File: src/sv/sfsc_pkg.sv
package sfsc_pkg;

   // Request operation codes.
   typedef enum logic [2:0] {
      OP_TICK       = 3'd0,
      OP_INIT       = 3'd1,
      OP_END        = 3'd2,
      OP_SET_RATE   = 3'd3,
      OP_SET_STEPS  = 3'd4,
      OP_INIT_STEPS = 3'd5,
      OP_START      = 3'd6,
      OP_STOP       = 3'd7
   } op_type;

   localparam int unsigned STEPS_W = 32;
   localparam int unsigned RATE_W  = 16;
   localparam int unsigned REPS_W  = 11;
   localparam int unsigned TICK_W  = 16;

   localparam logic [RATE_W-1:0] DEFAULT_RATE = 16'd100;
   localparam logic [RATE_W-1:0] RATE_LIMIT   = 16'd20000;
   localparam logic [RATE_W-1:0] MED_RATE     = 16'd77;
   localparam logic [RATE_W-1:0] LOW_RATE     = 16'd10;
   localparam logic [REPS_W-1:0] SLOW_REPS    = 11'd2000;

   // Restoring divider for 999 / rate, with rate limited to 1..77.
   localparam int unsigned QUO_W      = 10;
   localparam int unsigned DIVR_W     = 7;
   localparam logic [QUO_W-1:0] KHZ_MINUS_ONE = 10'd999;
   localparam int unsigned DIV_STEPS  = QUO_W;
   localparam int unsigned DIV_CNT_W  = $clog2(DIV_STEPS);

   typedef struct packed {
      logic load_req;
      logic exec;
      logic div_step;
      logic div_commit;
      logic load_rsp;
   } cmd_type;

   typedef struct packed {
      logic needs_div;
   } stat_type;

endpackage

File: src/sv/sfsc_ctrl.sv
module sfsc_ctrl import sfsc_pkg::*; (
   input  logic     clock,
   input  logic     reset,
   input  logic     req_valid,
   output logic     req_ready,
   output logic     rsp_valid,
   input  logic     rsp_ready,
   input  stat_type stat,
   output cmd_type  cmd
);

   typedef enum logic [2:0] {
      C_IDLE,
      C_EXEC,
      C_DIV,
      C_DIVEND,
      C_OUT
   } ctrl_state_type;

   ctrl_state_type         state_ff;
   logic                   rsp_valid_ff;
   logic [DIV_CNT_W-1:0]   div_cnt_ff;
   logic                   slot_free;

   assign slot_free = !rsp_valid_ff || rsp_ready;
   assign req_ready = (state_ff == C_IDLE);
   assign rsp_valid = rsp_valid_ff;

   always_comb begin
      cmd            = '0;
      cmd.load_req   = req_valid && (state_ff == C_IDLE);
      cmd.exec       = (state_ff == C_EXEC);
      cmd.div_step   = (state_ff == C_DIV);
      cmd.div_commit = (state_ff == C_DIVEND);
      cmd.load_rsp   = (state_ff == C_OUT) && slot_free;
   end

   always_ff @(posedge clock) begin
      if (reset) begin
         state_ff     <= C_IDLE;
         rsp_valid_ff <= 1'b0;
         div_cnt_ff   <= '0;
      end else begin
         if (cmd.load_rsp) begin
            rsp_valid_ff <= 1'b1;
         end else if (rsp_ready) begin
            rsp_valid_ff <= 1'b0;
         end
         case (state_ff)
            C_IDLE: begin
               if (req_valid) begin
                  state_ff <= C_EXEC;
               end
            end
            C_EXEC: begin
               div_cnt_ff <= '0;
               state_ff   <= stat.needs_div ? C_DIV : C_OUT;
            end
            C_DIV: begin
               div_cnt_ff <= div_cnt_ff + 1'b1;
               if (div_cnt_ff == DIV_CNT_W'(DIV_STEPS - 1)) begin
                  state_ff <= C_DIVEND;
               end
            end
            C_DIVEND: begin
               state_ff <= C_OUT;
            end
            C_OUT: begin
               if (slot_free) begin
                  state_ff <= C_IDLE;
               end
            end
            default: begin
               state_ff <= C_IDLE;
            end
         endcase
      end
   end

endmodule

File: src/sv/sfsc_dp.sv
module sfsc_dp import sfsc_pkg::*; (
   input  logic                      clock,
   input  logic                      reset,
   input  cmd_type                   cmd,
   output stat_type                  stat,
   input  logic [2:0]                req_op,
   input  logic                      req_direction,
   input  logic signed [STEPS_W-1:0] req_steps,
   input  logic [RATE_W-1:0]         req_rate,
   output logic                      rsp_status,
   output logic                      rsp_coil_a_dir,
   output logic                      rsp_coil_b_dir,
   output logic                      rsp_drive_enable,
   output logic                      rsp_is_stepping,
   output logic signed [STEPS_W-1:0] rsp_remaining_steps,
   output logic                      rsp_direction_now,
   output logic [RATE_W-1:0]         rsp_rate_now
);

   typedef enum logic [1:0] {
      MS_OFF      = 2'd0,
      MS_INITED   = 2'd1,
      MS_STEPPING = 2'd2,
      MS_HALTED   = 2'd3
   } motor_state_type;

   localparam logic [STEPS_W-1:0] MOST_NEG = {1'b1, {(STEPS_W-1){1'b0}}};

   // Latched request.
   op_type                op_ff;
   logic                  dir_req_ff;
   logic [STEPS_W-1:0]    steps_req_ff;
   logic [RATE_W-1:0]     rate_req_ff;

   // Motor state.
   motor_state_type       mstate_ff, mstate_in;
   logic [1:0]            phase_ff, phase_in;
   logic [STEPS_W-1:0]    steps_left_ff, steps_left_in;
   logic                  dir_ff, dir_in;
   logic [RATE_W-1:0]     rate_ff, rate_in;
   logic [REPS_W-1:0]     reps_ff, reps_in;
   logic [TICK_W-1:0]     tick_ff, tick_in;
   logic                  coil_a_ff, coil_a_in;
   logic                  coil_b_ff, coil_b_in;
   logic                  drive_ff, drive_in;
   logic                  status_ff, status_in;

   // Divider.
   logic [DIVR_W-1:0]     rem_ff;
   logic [QUO_W-1:0]      quo_ff;
   logic [DIVR_W:0]       trial;
   logic [DIVR_W:0]       divisor;
   logic                  qbit;

   logic [TICK_W-1:0]     tick_inc;
   logic [STEPS_W-1:0]    steps_dec;
   logic [QUO_W:0]        quo_ext;

   assign stat.needs_div = (op_ff == OP_SET_RATE) && (rate_req_ff != '0)
                           && (rate_req_ff <= MED_RATE);

   assign tick_inc  = tick_ff + 1'b1;
   assign steps_dec = (steps_left_ff == MOST_NEG) ? steps_left_ff : steps_left_ff - 1'b1;

   assign divisor = {1'b0, rate_req_ff[DIVR_W-1:0]};
   assign trial   = {rem_ff, quo_ff[QUO_W-1]};
   assign qbit    = (trial >= divisor);
   assign quo_ext = {1'b0, quo_ff};

   always_comb begin
      mstate_in     = mstate_ff;
      phase_in      = phase_ff;
      steps_left_in = steps_left_ff;
      dir_in        = dir_ff;
      rate_in       = rate_ff;
      reps_in       = reps_ff;
      tick_in       = tick_ff;
      coil_a_in     = coil_a_ff;
      coil_b_in     = coil_b_ff;
      drive_in      = drive_ff;
      status_in     = status_ff;
      if (cmd.div_commit) begin
         // Rates of ten and below round the repeat count up by one.
         reps_in = (rate_req_ff <= LOW_RATE) ? quo_ext + 1'b1 : quo_ext;
      end else if (cmd.exec) begin
         status_in = 1'b0;
         case (op_ff)
            OP_TICK: begin
               if (tick_inc > {{(TICK_W-REPS_W){1'b0}}, reps_ff}) begin
                  tick_in = '0;
                  case (mstate_ff)
                     MS_OFF: begin
                        drive_in = 1'b0;
                     end
                     MS_STEPPING: begin
                        steps_left_in = steps_dec;
                        if (steps_dec == '0 || steps_dec[STEPS_W-1]) begin
                           mstate_in = MS_HALTED;
                        end
                        drive_in  = 1'b1;
                        coil_a_in = !phase_ff[1];
                        coil_b_in = !(phase_ff[1] ^ phase_ff[0]);
                        phase_in  = dir_ff ? phase_ff - 1'b1 : phase_ff + 1'b1;
                     end
                     default: begin
                        if (steps_left_ff[STEPS_W-1]) begin
                           steps_left_in = '0;
                        end
                     end
                  endcase
               end else begin
                  tick_in = tick_inc;
               end
            end
            OP_INIT: begin
               if (mstate_ff != MS_OFF) begin
                  status_in = 1'b1;
               end else begin
                  steps_left_in = '0;
                  rate_in       = DEFAULT_RATE;
                  reps_in       = '0;
                  coil_a_in     = 1'b1;
                  coil_b_in     = 1'b1;
                  mstate_in     = MS_INITED;
               end
            end
            OP_END: begin
               if (mstate_ff == MS_OFF) begin
                  status_in = 1'b1;
               end else begin
                  mstate_in     = MS_OFF;
                  drive_in      = 1'b0;
                  steps_left_in = '0;
                  reps_in       = '0;
                  phase_in      = '0;
                  rate_in       = DEFAULT_RATE;
               end
            end
            OP_SET_RATE: begin
               rate_in = rate_req_ff;
               if (rate_req_ff > RATE_LIMIT) begin
                  status_in = 1'b1;
               end else if (rate_req_ff == '0) begin
                  reps_in = SLOW_REPS;
               end else if (rate_req_ff > MED_RATE) begin
                  reps_in = '0;
               end
            end
            OP_SET_STEPS: begin
               if (mstate_ff == MS_OFF) begin
                  status_in = 1'b1;
               end else begin
                  dir_in        = dir_req_ff;
                  steps_left_in = steps_req_ff;
               end
            end
            OP_INIT_STEPS: begin
               if (mstate_ff == MS_OFF || steps_req_ff == '0) begin
                  status_in = 1'b1;
               end else begin
                  dir_in        = dir_req_ff;
                  steps_left_in = steps_req_ff;
                  // The new count is nonzero, so only a running motor fails.
                  if (mstate_ff == MS_STEPPING) begin
                     status_in = 1'b1;
                  end else begin
                     mstate_in = MS_STEPPING;
                     drive_in  = 1'b1;
                  end
               end
            end
            OP_START: begin
               if (steps_left_ff == '0 || mstate_ff == MS_STEPPING) begin
                  status_in = 1'b1;
               end else begin
                  mstate_in = MS_STEPPING;
                  drive_in  = 1'b1;
               end
            end
            OP_STOP: begin
               if (mstate_ff == MS_OFF || mstate_ff == MS_HALTED) begin
                  status_in = 1'b1;
               end else begin
                  mstate_in = MS_HALTED;
               end
            end
            default: begin
               status_in = 1'b0;
            end
         endcase
      end
   end

   always_ff @(posedge clock) begin
      if (reset) begin
         mstate_ff     <= MS_OFF;
         phase_ff      <= '0;
         steps_left_ff <= '0;
         dir_ff        <= 1'b0;
         rate_ff       <= DEFAULT_RATE;
         reps_ff       <= '0;
         tick_ff       <= '0;
         coil_a_ff     <= 1'b0;
         coil_b_ff     <= 1'b0;
         drive_ff      <= 1'b0;
         status_ff     <= 1'b0;
      end else begin
         mstate_ff     <= mstate_in;
         phase_ff      <= phase_in;
         steps_left_ff <= steps_left_in;
         dir_ff        <= dir_in;
         rate_ff       <= rate_in;
         reps_ff       <= reps_in;
         tick_ff       <= tick_in;
         coil_a_ff     <= coil_a_in;
         coil_b_ff     <= coil_b_in;
         drive_ff      <= drive_in;
         status_ff     <= status_in;
      end
   end

   always_ff @(posedge clock) begin
      if (cmd.load_req) begin
         op_ff        <= op_type'(req_op);
         dir_req_ff   <= req_direction;
         steps_req_ff <= req_steps;
         rate_req_ff  <= req_rate;
      end
      // One quotient bit per step; the dividend shifts out as the quotient shifts in.
      if (cmd.exec) begin
         rem_ff <= '0;
         quo_ff <= KHZ_MINUS_ONE;
      end else if (cmd.div_step) begin
         rem_ff <= qbit ? DIVR_W'(trial - divisor) : trial[DIVR_W-1:0];
         quo_ff <= {quo_ff[QUO_W-2:0], qbit};
      end
      if (cmd.load_rsp) begin
         rsp_status          <= status_ff;
         rsp_coil_a_dir      <= coil_a_ff;
         rsp_coil_b_dir      <= coil_b_ff;
         rsp_drive_enable    <= drive_ff;
         rsp_is_stepping     <= (mstate_ff == MS_STEPPING);
         rsp_remaining_steps <= steps_left_ff;
         rsp_direction_now   <= dir_ff;
         rsp_rate_now        <= rate_ff;
      end
   end

endmodule

File: src/sv/stepper_full_step_controller.sv
// Sequence: a request is taken when the controller is idle, executes, runs the divider
// for set_rate with a rate of 1 to 77, then waits until the response slot is free.
// Requests do not overlap: a new one is taken only once the last response is loaded;
// set_rate of 1 to 77 also runs the ten-step restoring divider that forms 999 / rate.
// Reset: synchronous; the motor returns to off, drive disabled, rate 100, counters zero.
module stepper_full_step_controller import sfsc_pkg::*; (
   input  logic                      clock,
   input  logic                      reset,
   input  logic                      req_valid,
   output logic                      req_ready,
   input  logic [2:0]                req_op,
   input  logic                      req_direction,
   input  logic signed [STEPS_W-1:0] req_steps,
   input  logic [RATE_W-1:0]         req_rate,
   output logic                      rsp_valid,
   input  logic                      rsp_ready,
   output logic                      rsp_status,
   output logic                      rsp_coil_a_dir,
   output logic                      rsp_coil_b_dir,
   output logic                      rsp_drive_enable,
   output logic                      rsp_is_stepping,
   output logic signed [STEPS_W-1:0] rsp_remaining_steps,
   output logic                      rsp_direction_now,
   output logic [RATE_W-1:0]         rsp_rate_now
);

   cmd_type  cmd;
   stat_type stat;

   sfsc_ctrl u_ctrl (
      .clock     (clock),
      .reset     (reset),
      .req_valid (req_valid),
      .req_ready (req_ready),
      .rsp_valid (rsp_valid),
      .rsp_ready (rsp_ready),
      .stat      (stat),
      .cmd       (cmd)
   );

   sfsc_dp u_dp (
      .clock               (clock),
      .reset               (reset),
      .cmd                 (cmd),
      .stat                (stat),
      .req_op              (req_op),
      .req_direction       (req_direction),
      .req_steps           (req_steps),
      .req_rate            (req_rate),
      .rsp_status          (rsp_status),
      .rsp_coil_a_dir      (rsp_coil_a_dir),
      .rsp_coil_b_dir      (rsp_coil_b_dir),
      .rsp_drive_enable    (rsp_drive_enable),
      .rsp_is_stepping     (rsp_is_stepping),
      .rsp_remaining_steps (rsp_remaining_steps),
      .rsp_direction_now   (rsp_direction_now),
      .rsp_rate_now        (rsp_rate_now)
   );

   // Only one request is in flight at a time.
   a_one_in_flight: assert property (@(posedge clock) disable iff (reset)
      req_valid && req_ready |=> !req_ready)
      else $error("request taken while another is in flight");

   // A stepping motor always has its drive enabled.
   a_step_drive: assert property (@(posedge clock) disable iff (reset)
      rsp_valid && rsp_is_stepping |-> rsp_drive_enable)
      else $error("stepping reported with drive disabled");

   // The repeat count is written only after the last divider step.
   a_div_order: assert property (@(posedge clock) disable iff (reset)
      cmd.div_commit |-> $past(cmd.div_step))
      else $error("divider result taken before the last step");

endmodule
File: config.mk
export PLATFORM = sky130hd
export DESIGN_NAME = stepper_full_step_controller
export DESIGN_NICKNAME = d
export VERILOG_FILES = /design/src/sv/sfsc_pkg.sv /design/src/sv/sfsc_ctrl.sv /design/src/sv/sfsc_dp.sv /design/src/sv/stepper_full_step_controller.sv
export SDC_FILE = /design/constraint.sdc
export NUM_CORES = 1
export LEC_CHECK = 0
export BUFFER_PORTS_ARGS = -buffer_cell sky130_fd_sc_hd__buf_2
export CAP_MARGIN = 10
export CORE_AREA = 5 5 136 138
export CTS_CLUSTER_SIZE = 14
export DETAILED_ROUTE_END_ITERATION = 12
export DIE_AREA = 0 0 141 143
export PLACE_DENSITY = 0.89
export SLEW_MARGIN = 20
export SYNTH_ARGS = -nofsm -noshare
export SYNTH_HDL_FRONTEND = slang
export SYNTH_SLANG_ARGS = --single-unit
File: constraint.sdc
create_clock -name clock -period 7.2 [get_ports clock]
set_input_delay 1.44 -clock clock [delete_from_list [all_inputs] [get_ports clock]]
set_output_delay 1.44 -clock clock [all_outputs]
set_load 0.03 [all_outputs]
==> results.sh, run 1 <==
export IMPL_multi_input_comb_area_um2=4258
export IMPL_drive_above_1_share=0.1531
export IMPL_fillerInstances=1283
export IMPL_die_width_um=141
export IMPL_grt_pass1_wl_um=40600
export IMPL_setup_viol=0
export IMPL_wire_per_inst_um=18.90
export IMPL_clockRootBuffer="clkbuf_16"
export IMPL_ant_nets=0
export IMPL_start_util=0.5822
export IMPL_cts_sinks=215
export IMPL_hold_class="flop to flop"
export IMPL_antenna_found_initial=1
export IMPL_fp_row_count=48
export IMPL_dieHeight_um=143
export IMPL_hpwlAfterDp_um=17130
export IMPL_startpoint="u_dp.tick_ff[0]$_SDFFE_PP0P_"
export IMPL_grt_pass1_vias=7860
export IMPL_area_delta_synth_final_pct=14.26
export IMPL_timing_final_ws_setup_ns=3.472
export IMPL_async_reset_ff_frac=0
export IMPL_syn_cell_area_um2=9931
export IMPL_post_cts_buffers=0
export IMPL_ios=112
export IMPL_gp_congestion=0.9936
export IMPL_synth_main_ff_cell="dfxtp_1"
export IMPL_crit_arrival_ns=4.09
export IMPL_grt_overflow=0
export IMPL_finalSetupTns_ns=0
export IMPL_final_cells=1329
export IMPL_synth_warnings=0
export IMPL_clkPwrFrac=0.399
export IMPL_seq_area_um2=5365
export IMPL_drt_iter0_drc=990
export IMPL_yosys_area_top_type="edfxtp_1"
export IMPL_post_route_util=0.6653
export IMPL_yosysSeqAreaShare=0.5403
export IMPL_clock_latency_ns=0.51
export IMPL_drt_total_wl_um=25120
export IMPL_post_cts_resized=0
export IMPL_ys_types=62
export IMPL_synthTopCellsByArea="edfxtp_1 (32%), dfxtp_1 (22%), nor2_1 (4.8%), a21oi_1 (3.3%), ha_1 (3.3%)"
export IMPL_layout_nets=1171
export IMPL_timing_hold_violations_final=0
export IMPL_core_um2=17060
export IMPL_final_period_utilization=0.5178
export IMPL_switching_power_mw=0.6824
export IMPL_synthCells=1000
export IMPL_skew_ns=0.02176
export IMPL_comb_power_share=0.105
export IMPL_cts_tree="yes"
export IMPL_holdBufCountCts=0
export IMPL_rsz0062_at_grt="false"
export IMPL_timing_fmax_ghz=0.2682
export IMPL_htreeDepth=1
export IMPL_diodes=0
export IMPL_place_inst=1289
export IMPL_synth_top_area_frac=0.3205
export IMPL_synth_area_per_cell_um2=9.931
export IMPL_cts_buffer_depth=3
export IMPL_worstPathRequired_ns=7.56
export IMPL_ir_worst_vdd_uv=194.9
export IMPL_drc=0
export IMPL_die_area_um2=20160
export IMPL_via_count=8185
export IMPL_timing_final_crit_period_ns=3.728
export IMPL_grt_use_total=0.2459
export IMPL_maxCapViolCount=0
export IMPL_whs_ns=0.4360
export IMPL_path_clk_slew_ns=0.06
export IMPL_hold_start="u_dp.coil_a_ff$_SDFFE_PP0P_"
export IMPL_grt_max_degree=90
export IMPL_pre_cts_ws_ns=3.505
export IMPL_end_kind="flop"
export IMPL_yosys_register_bits=215
export IMPL_power_frac_seq=0.497
export IMPL_drv_slew=0
export IMPL_status="finished clean"
export IMPL_critical_path_class="flop to flop"
export IMPL_startpoint_type="flop"
export IMPL_power_density_nw_per_um2=241.7
export IMPL_relSlewSlack=0.3487
export IMPL_numCtsBuffers=22
export IMPL_via_per_inst=6.159
export IMPL_p_leak_nw=4.208
export IMPL_p_int_mw=2.060
export IMPL_power_share_switching=0.2488
export IMPL_synthesis_nets=1083
export IMPL_cp_max_fo=30
export IMPL_synth_edf_count=106
export IMPL_reg2reg_from="u_dp.tick_ff[0]$_SDFFE_PP0P_"
export IMPL_tightest_slew_ns=0.9689
export IMPL_port_buffers=111
export IMPL_firstDrtPassIters=6
[critical path, stage by stage (launching register included)]
cell	delay, ns
dfxtp_1	0.43
ha_1	0.21
nand3_1	0.19
nor4_1	0.33
xor2_1	0.24
ha_1	0.27
nand3_1	0.12
nor3_1	0.07
a21o_1	0.16
a31oi_1	0.15
a211o_1	0.24
nand3b_1	0.19
or2_2	0.56
a221oi_1	0.36
nor3_1	0.07
[flip-flops by register name, summed over array words and instances, names as in the netlist, 2 cells and up]
name / cells
u_dp.steps_left_ff: 32
u_dp.op_ff: 3
u_dp.rem_ff: 7
u_dp.rate_req_ff: 16
u_ctrl.state_ff: 3
u_dp.reps_ff: 11
u_dp.tick_ff: 16
u_dp.rsp_rate_now: 16
u_dp.mstate_ff: 2
u_dp.rate_ff: 16
u_dp.rsp_remaining_steps: 32
u_dp.quo_ff: 10
u_ctrl.div_cnt_ff: 4
u_dp.phase_ff: 2
u_dp.steps_req_ff: 32
[path summary, 6_finish.rpt]
path | endpoint | slack [ns] | cells past startpoint
worst min register to register | u_dp.rsp_coil_a_dir$_DFFE_PP_ | 0.44 | 0
worst min-delay path | u_dp.rsp_coil_a_dir$_DFFE_PP_ | 0.44 | 0
worst max-delay path | u_dp.steps_left_ff[25]$_SDFFE_PP0P_ | 3.47 | 14
worst max register to register | u_dp.steps_left_ff[25]$_SDFFE_PP0P_ | 3.47 | 14
[kinds of logic (layout without fill, tap and decap cells)]
group,Yosys count,in the layout,share of synthesized area
AOI/OAI and AO/OA,235,235,0.1551
xor gates and xnor gates,37,37,0.03263
adders and majority gates,27,27,0.03477
buffers and inverters,89,193,0.03503
DFF,215,215,0.5403
muxes,8,8,0.008190
and+or+nand+nor,389,389,0.1940
[layout by cell type, fill, tap and decap left out, types with 7 or more instances in the layout]
master     instances
a22oi_1           23
nand4_1           13
nor3_1            49
xor2_1            13
nor2_1           125
ha_1              26
or3_1             13
clkbuf_16         24
mux2i_1            7
xnor2_1           24
and2_1            11
nand3_1           23
o21ai_0           42
buf_4              7
edfxtp_1         106
nor2b_1           11
buf_2            111
inv_1             35
a21o_1             9
nand2_1           67
a211oi_1          24
nand2b_1          16
a21oi_1           65
nor4_1            19
a221oi_1           7
or4_1              8
o22a_1             7
dfxtp_1          109
[synthesized netlist by cell type (all sizes together) (5+ instances only)]
| master | number |
|---|---|
| nor2 | 127 |
| dfxtp | 109 |
| edfxtp | 106 |
| nand4b | 5 |
| a22oi | 23 |
| a21oi | 65 |
| nor2b | 12 |
| a22o | 6 |
| xnor2 | 24 |
| a32o | 6 |
| nand2 | 67 |
| a31oi | 6 |
| and2 | 12 |
| nor4 | 22 |
| a21o | 9 |
| mux2i | 7 |
| xor2 | 13 |
| clkbuf | 48 |
| nand4 | 13 |
| or3 | 13 |
| a211oi | 24 |
| nor3 | 51 |
| nand3 | 23 |
| nand2b | 16 |
| and3 | 5 |
| o22a | 7 |
| a221oi | 7 |
| o21ai | 45 |
| o22ai | 6 |
| o31ai | 7 |
| inv | 35 |
| buf | 6 |
| or2 | 5 |
| ha | 26 |
| or4 | 8 |
[metrics by stage]
step	power, mW	area, µm²
2_1_floorplan	1.581	9931
3_3_place_gp	1.656	10630
3_5_place_dp	1.664	10630
4_1_cts	2.749	11330
5_1_grt	2.835	11350
6_report	2.743	11350
[power by group through the flow]
stage	Combinational, mW	Clock (mW)	Sequential [mW]
floorplan	0.195	0	1.39
global placement	0.272	0	1.38
detailed placement	0.278	0	1.39
CTS	0.281	1.11	1.36
global route	0.311	1.16	1.36
finish	0.288	1.09	1.36
[area by class of cell]
class	instances	share of cell area
clock inverter	9	0.004080
sequential	215	0.4728
clock buffer	31	0.05789
inverter	35	0.01158
multi-input combinational	696	0.3752
tap	225	0.02481
timing repair buffer	118	0.05359
[layer usage]
layer	vias up	GRT usage	share of wire
met2	425	0.3916	0.45
met3	52	0.06999	0.11
met5	-	0	0.00052
li1	3866	-	-
met1	3840	0.3330	0.42
met4	2	0.06731	0.022
Power figures use the tool's default switching activity.
==> run 2, diff against run 1 <==
--- a/config.mk
+++ b/config.mk
@@ -7,11 +7,11 @@
 export LEC_CHECK = 0
 export BUFFER_PORTS_ARGS = -buffer_cell sky130_fd_sc_hd__buf_2
 export CAP_MARGIN = 10
-export CORE_AREA = 5 5 136 138
+export CORE_AREA = 5 5 143 145
 export CTS_CLUSTER_SIZE = 14
 export DETAILED_ROUTE_END_ITERATION = 12
-export DIE_AREA = 0 0 141 143
-export PLACE_DENSITY = 0.89
+export DIE_AREA = 0 0 148 150
+export PLACE_DENSITY = 0.85
 export SLEW_MARGIN = 20
 export SYNTH_ARGS = -nofsm -noshare
 export SYNTH_HDL_FRONTEND = slang
==> constraint.sdc (replaced) <==
create_clock -name clock -period 3.03 [get_ports clock]
set_input_delay 0.606 -clock clock [delete_from_list [all_inputs] [get_ports clock]]
set_output_delay 0.606 -clock clock [all_outputs]
set_load 0.03 [all_outputs]
==> results.sh, run 2 (synthesized netlist as in run 1, its figures left out) <==
export IMPL_status="complete, but fails checks"
export IMPL_violations="negative setup slack"
export IMPL_fillerInstances=1322
export IMPL_reg2regPathDepth=14
export IMPL_grt_max_degree=54
export IMPL_timing_hold_violations_final=0
export IMPL_layout_nets=1271
export IMPL_skew_ns=0.01218
export IMPL_htreeDepth=1
export IMPL_mostFrequentLayoutCells="nor2_1 (122), buf_2 (111), edfxtp_1 (106)"
export IMPL_drive_above_1_share=0.2849
export IMPL_clockRootBuffer="clkbuf_16"
export IMPL_cts_tree="yes"
export IMPL_hold_path_end="u_dp.dir_req_ff$_DFFE_PP_"
export IMPL_dieHeight_um=150
export IMPL_ant_nets=0
export IMPL_holdBufCountCts=0
export IMPL_hold_start="req_direction"
export IMPL_clock_latency_ns=0.51
export IMPL_setup_viol=22
export IMPL_port_buffers=111
export IMPL_worstPathRequired_ns=3.45
export IMPL_reg2reg_from="u_dp.tick_ff[4]$_SDFFE_PP0P_"
export IMPL_path_clk_slew_ns=0.06
export IMPL_final_period_utilization=1.024
export IMPL_tightest_slew_ns=0.8907
export IMPL_p_leak_nw=4.882
export IMPL_numCtsBuffers=22
export IMPL_cts_sinks=215
export IMPL_power_density_nw_per_um2=532.2
export IMPL_grt_use_total=0.2295
export IMPL_fp_row_count=51
export IMPL_antenna_found_initial=0
export IMPL_cpPeakStageDelay_ns=0.34
export IMPL_multi_input_comb_area_um2=4624
export IMPL_ff2ff_setup_slack_ns=-0.07
export IMPL_hpwlAfterDp_um=18330
export IMPL_pre_cts_ws_ns=-0.04351
export IMPL_reg2reg_to="u_dp.steps_left_ff[14]$_SDFFE_PP0P_"
export IMPL_drv_slew=0
export IMPL_hold_depth=1
export IMPL_relSlewSlack=0.4062
export IMPL_drt_iter0_drc=1053
export IMPL_placed_cell_area_um2=11400
export IMPL_area_delta_synth_final_pct=26.57
export IMPL_final_common_cell="nor2_1"
export IMPL_critical_path_class="flop to flop"
export IMPL_path_cells="nand4_1 > nor3_2 > xnor2_1 > ha_1 > a21o_1 > a21oi_2 > a21o_1 > a31oi_1 > a211o_1 > nand3b_1 > or2_4 > clkbuf_16 > a221oi_2 > a211oi_2"
export IMPL_crit_top_cell="a21o_1"
export IMPL_hold_class="primary input to flop"
export IMPL_timing_final_crit_period_ns=3.102
export IMPL_drc=0
export IMPL_die_width_um=148
export IMPL_grt_overflow=0
export IMPL_via_count=8784
export IMPL_seq_area_um2=5373
export IMPL_timing_fmax_ghz=0.3224
export IMPL_wire_per_inst_um=19.19
export IMPL_via_per_inst=6.092
export IMPL_ios=112
export IMPL_end_kind="flop"
export IMPL_gp_congestion=0.9272
export IMPL_cp_max_fo=15
export IMPL_fin_area_um2=12570
export IMPL_grt_pass1_wl_um=41780
export IMPL_ir_worst_vdd_uv=436.8
export IMPL_maxCapViolCount=0
export IMPL_crit_slowest_cell="dfxtp_1"
export IMPL_crit_arrival_ns=3.52
export IMPL_startpoint_type="flop"
export IMPL_cts_buffer_depth=3
export IMPL_drt_total_wl_um=27670
export IMPL_reg_top3="u_dp.rsp_remaining_steps: 32 flops, u_dp.steps_left_ff: 32 flops, u_dp.steps_req_ff: 32 flops"
export IMPL_core_um2=19080
export IMPL_diodes=0
export IMPL_rsz0062_at_grt="true"
export IMPL_die_area_um2=22200
export IMPL_start_util=0.5205
export IMPL_timing_final_ws_setup_ns=-0.07161
export IMPL_grt_pass1_vias=8216
export IMPL_power_mw=6.690
export IMPL_firstDrtPassIters=6
## run 2: changes by cell type in the layout (fill, tap and decap cells not counted), sizes merged
cell / before / now
buf: 118 / 215
clkbuf: 31 / 34
clkinv: 7 / 6
clkinvlp: 1 / 2
## run 2: repair_timing
action                                  CTS  global route
hold endpoints to repair                  0             0
cloned                                    0             4
gates resized for setup                   9            83
pin swaps                                 1            41
buffers inserted                          1             6
endpoints found under the setup margin   21            41
## run 2: routing by layer
layer	routed length [µm]	global-route usage
met4	1115	0.07575
met2	12190	0.3629
met3	3016	0.06299
met5	0	0
met1	11350	0.3080
## run 2: worst max path at each step
stage | from | slack [ns] | endpoint
after floorplan | u_dp.steps_left_ff[18]$_SDFFE_PP0P_ | -0.03 | u_dp.mstate_ff[0]$_SDFFE_PP0P_
after detailed placement | u_dp.tick_ff[1]$_SDFFE_PP0P_ | -0.04 | u_dp.steps_left_ff[14]$_SDFFE_PP0P_
after CTS | u_dp.tick_ff[0]$_SDFFE_PP0P_ | -0.03 | u_dp.steps_left_ff[14]$_SDFFE_PP0P_
after global routing | u_dp.tick_ff[4]$_SDFFE_PP0P_ | -0.19 | u_dp.steps_left_ff[14]$_SDFFE_PP0P_
final | u_dp.tick_ff[4]$_SDFFE_PP0P_ | -0.07 | u_dp.steps_left_ff[14]$_SDFFE_PP0P_
after global placement | u_dp.steps_left_ff[3]$_SDFFE_PP0P_ | 0.02 | u_dp.mstate_ff[0]$_SDFFE_PP0P_
## run 2: worst max-delay path: cells and delay by family, from the launching register on
kind	cells	cell delay, ns
simple gates	4	0.85
flops	1	0.34
compound gates	7	1.12
buf+inv	1	0.21
xor+xnor	1	0.17
fa+ha+maj	1	0.31
## run 2: stage by stage
stage	TNS, ns	utilization	cells	hold slack [ns]
4_1_cts	-0.09318	0.6353	1432	0.2620
5_1_grt	-5.313	0.6588	1442	0.2656
6_report	-0.5108	0.6588	1442	0.2739
2_1_floorplan	-0.03217	-	1000	0.4080
3_5_place_dp	-0.2375	0.5977	1391	0.4162
3_3_place_gp	0	0.5977	1391	0.4152
## run 2: power by group
group,switching [mW],internal [mW]
combinational,0.554,0.379
sequential,0.0669,3.15
clock,1.10,1.44
total,1.72,4.97
## run 2: cell type report
class / count / area share
inverter: 35 / 0.01045
timing repair buffer: 218 / 0.1169
sequential: 215 / 0.4274
clock buffer: 31 / 0.04977
clock inverter: 9 / 0.003882
tap: 238 / 0.02369
multi-input combinational: 696 / 0.3679
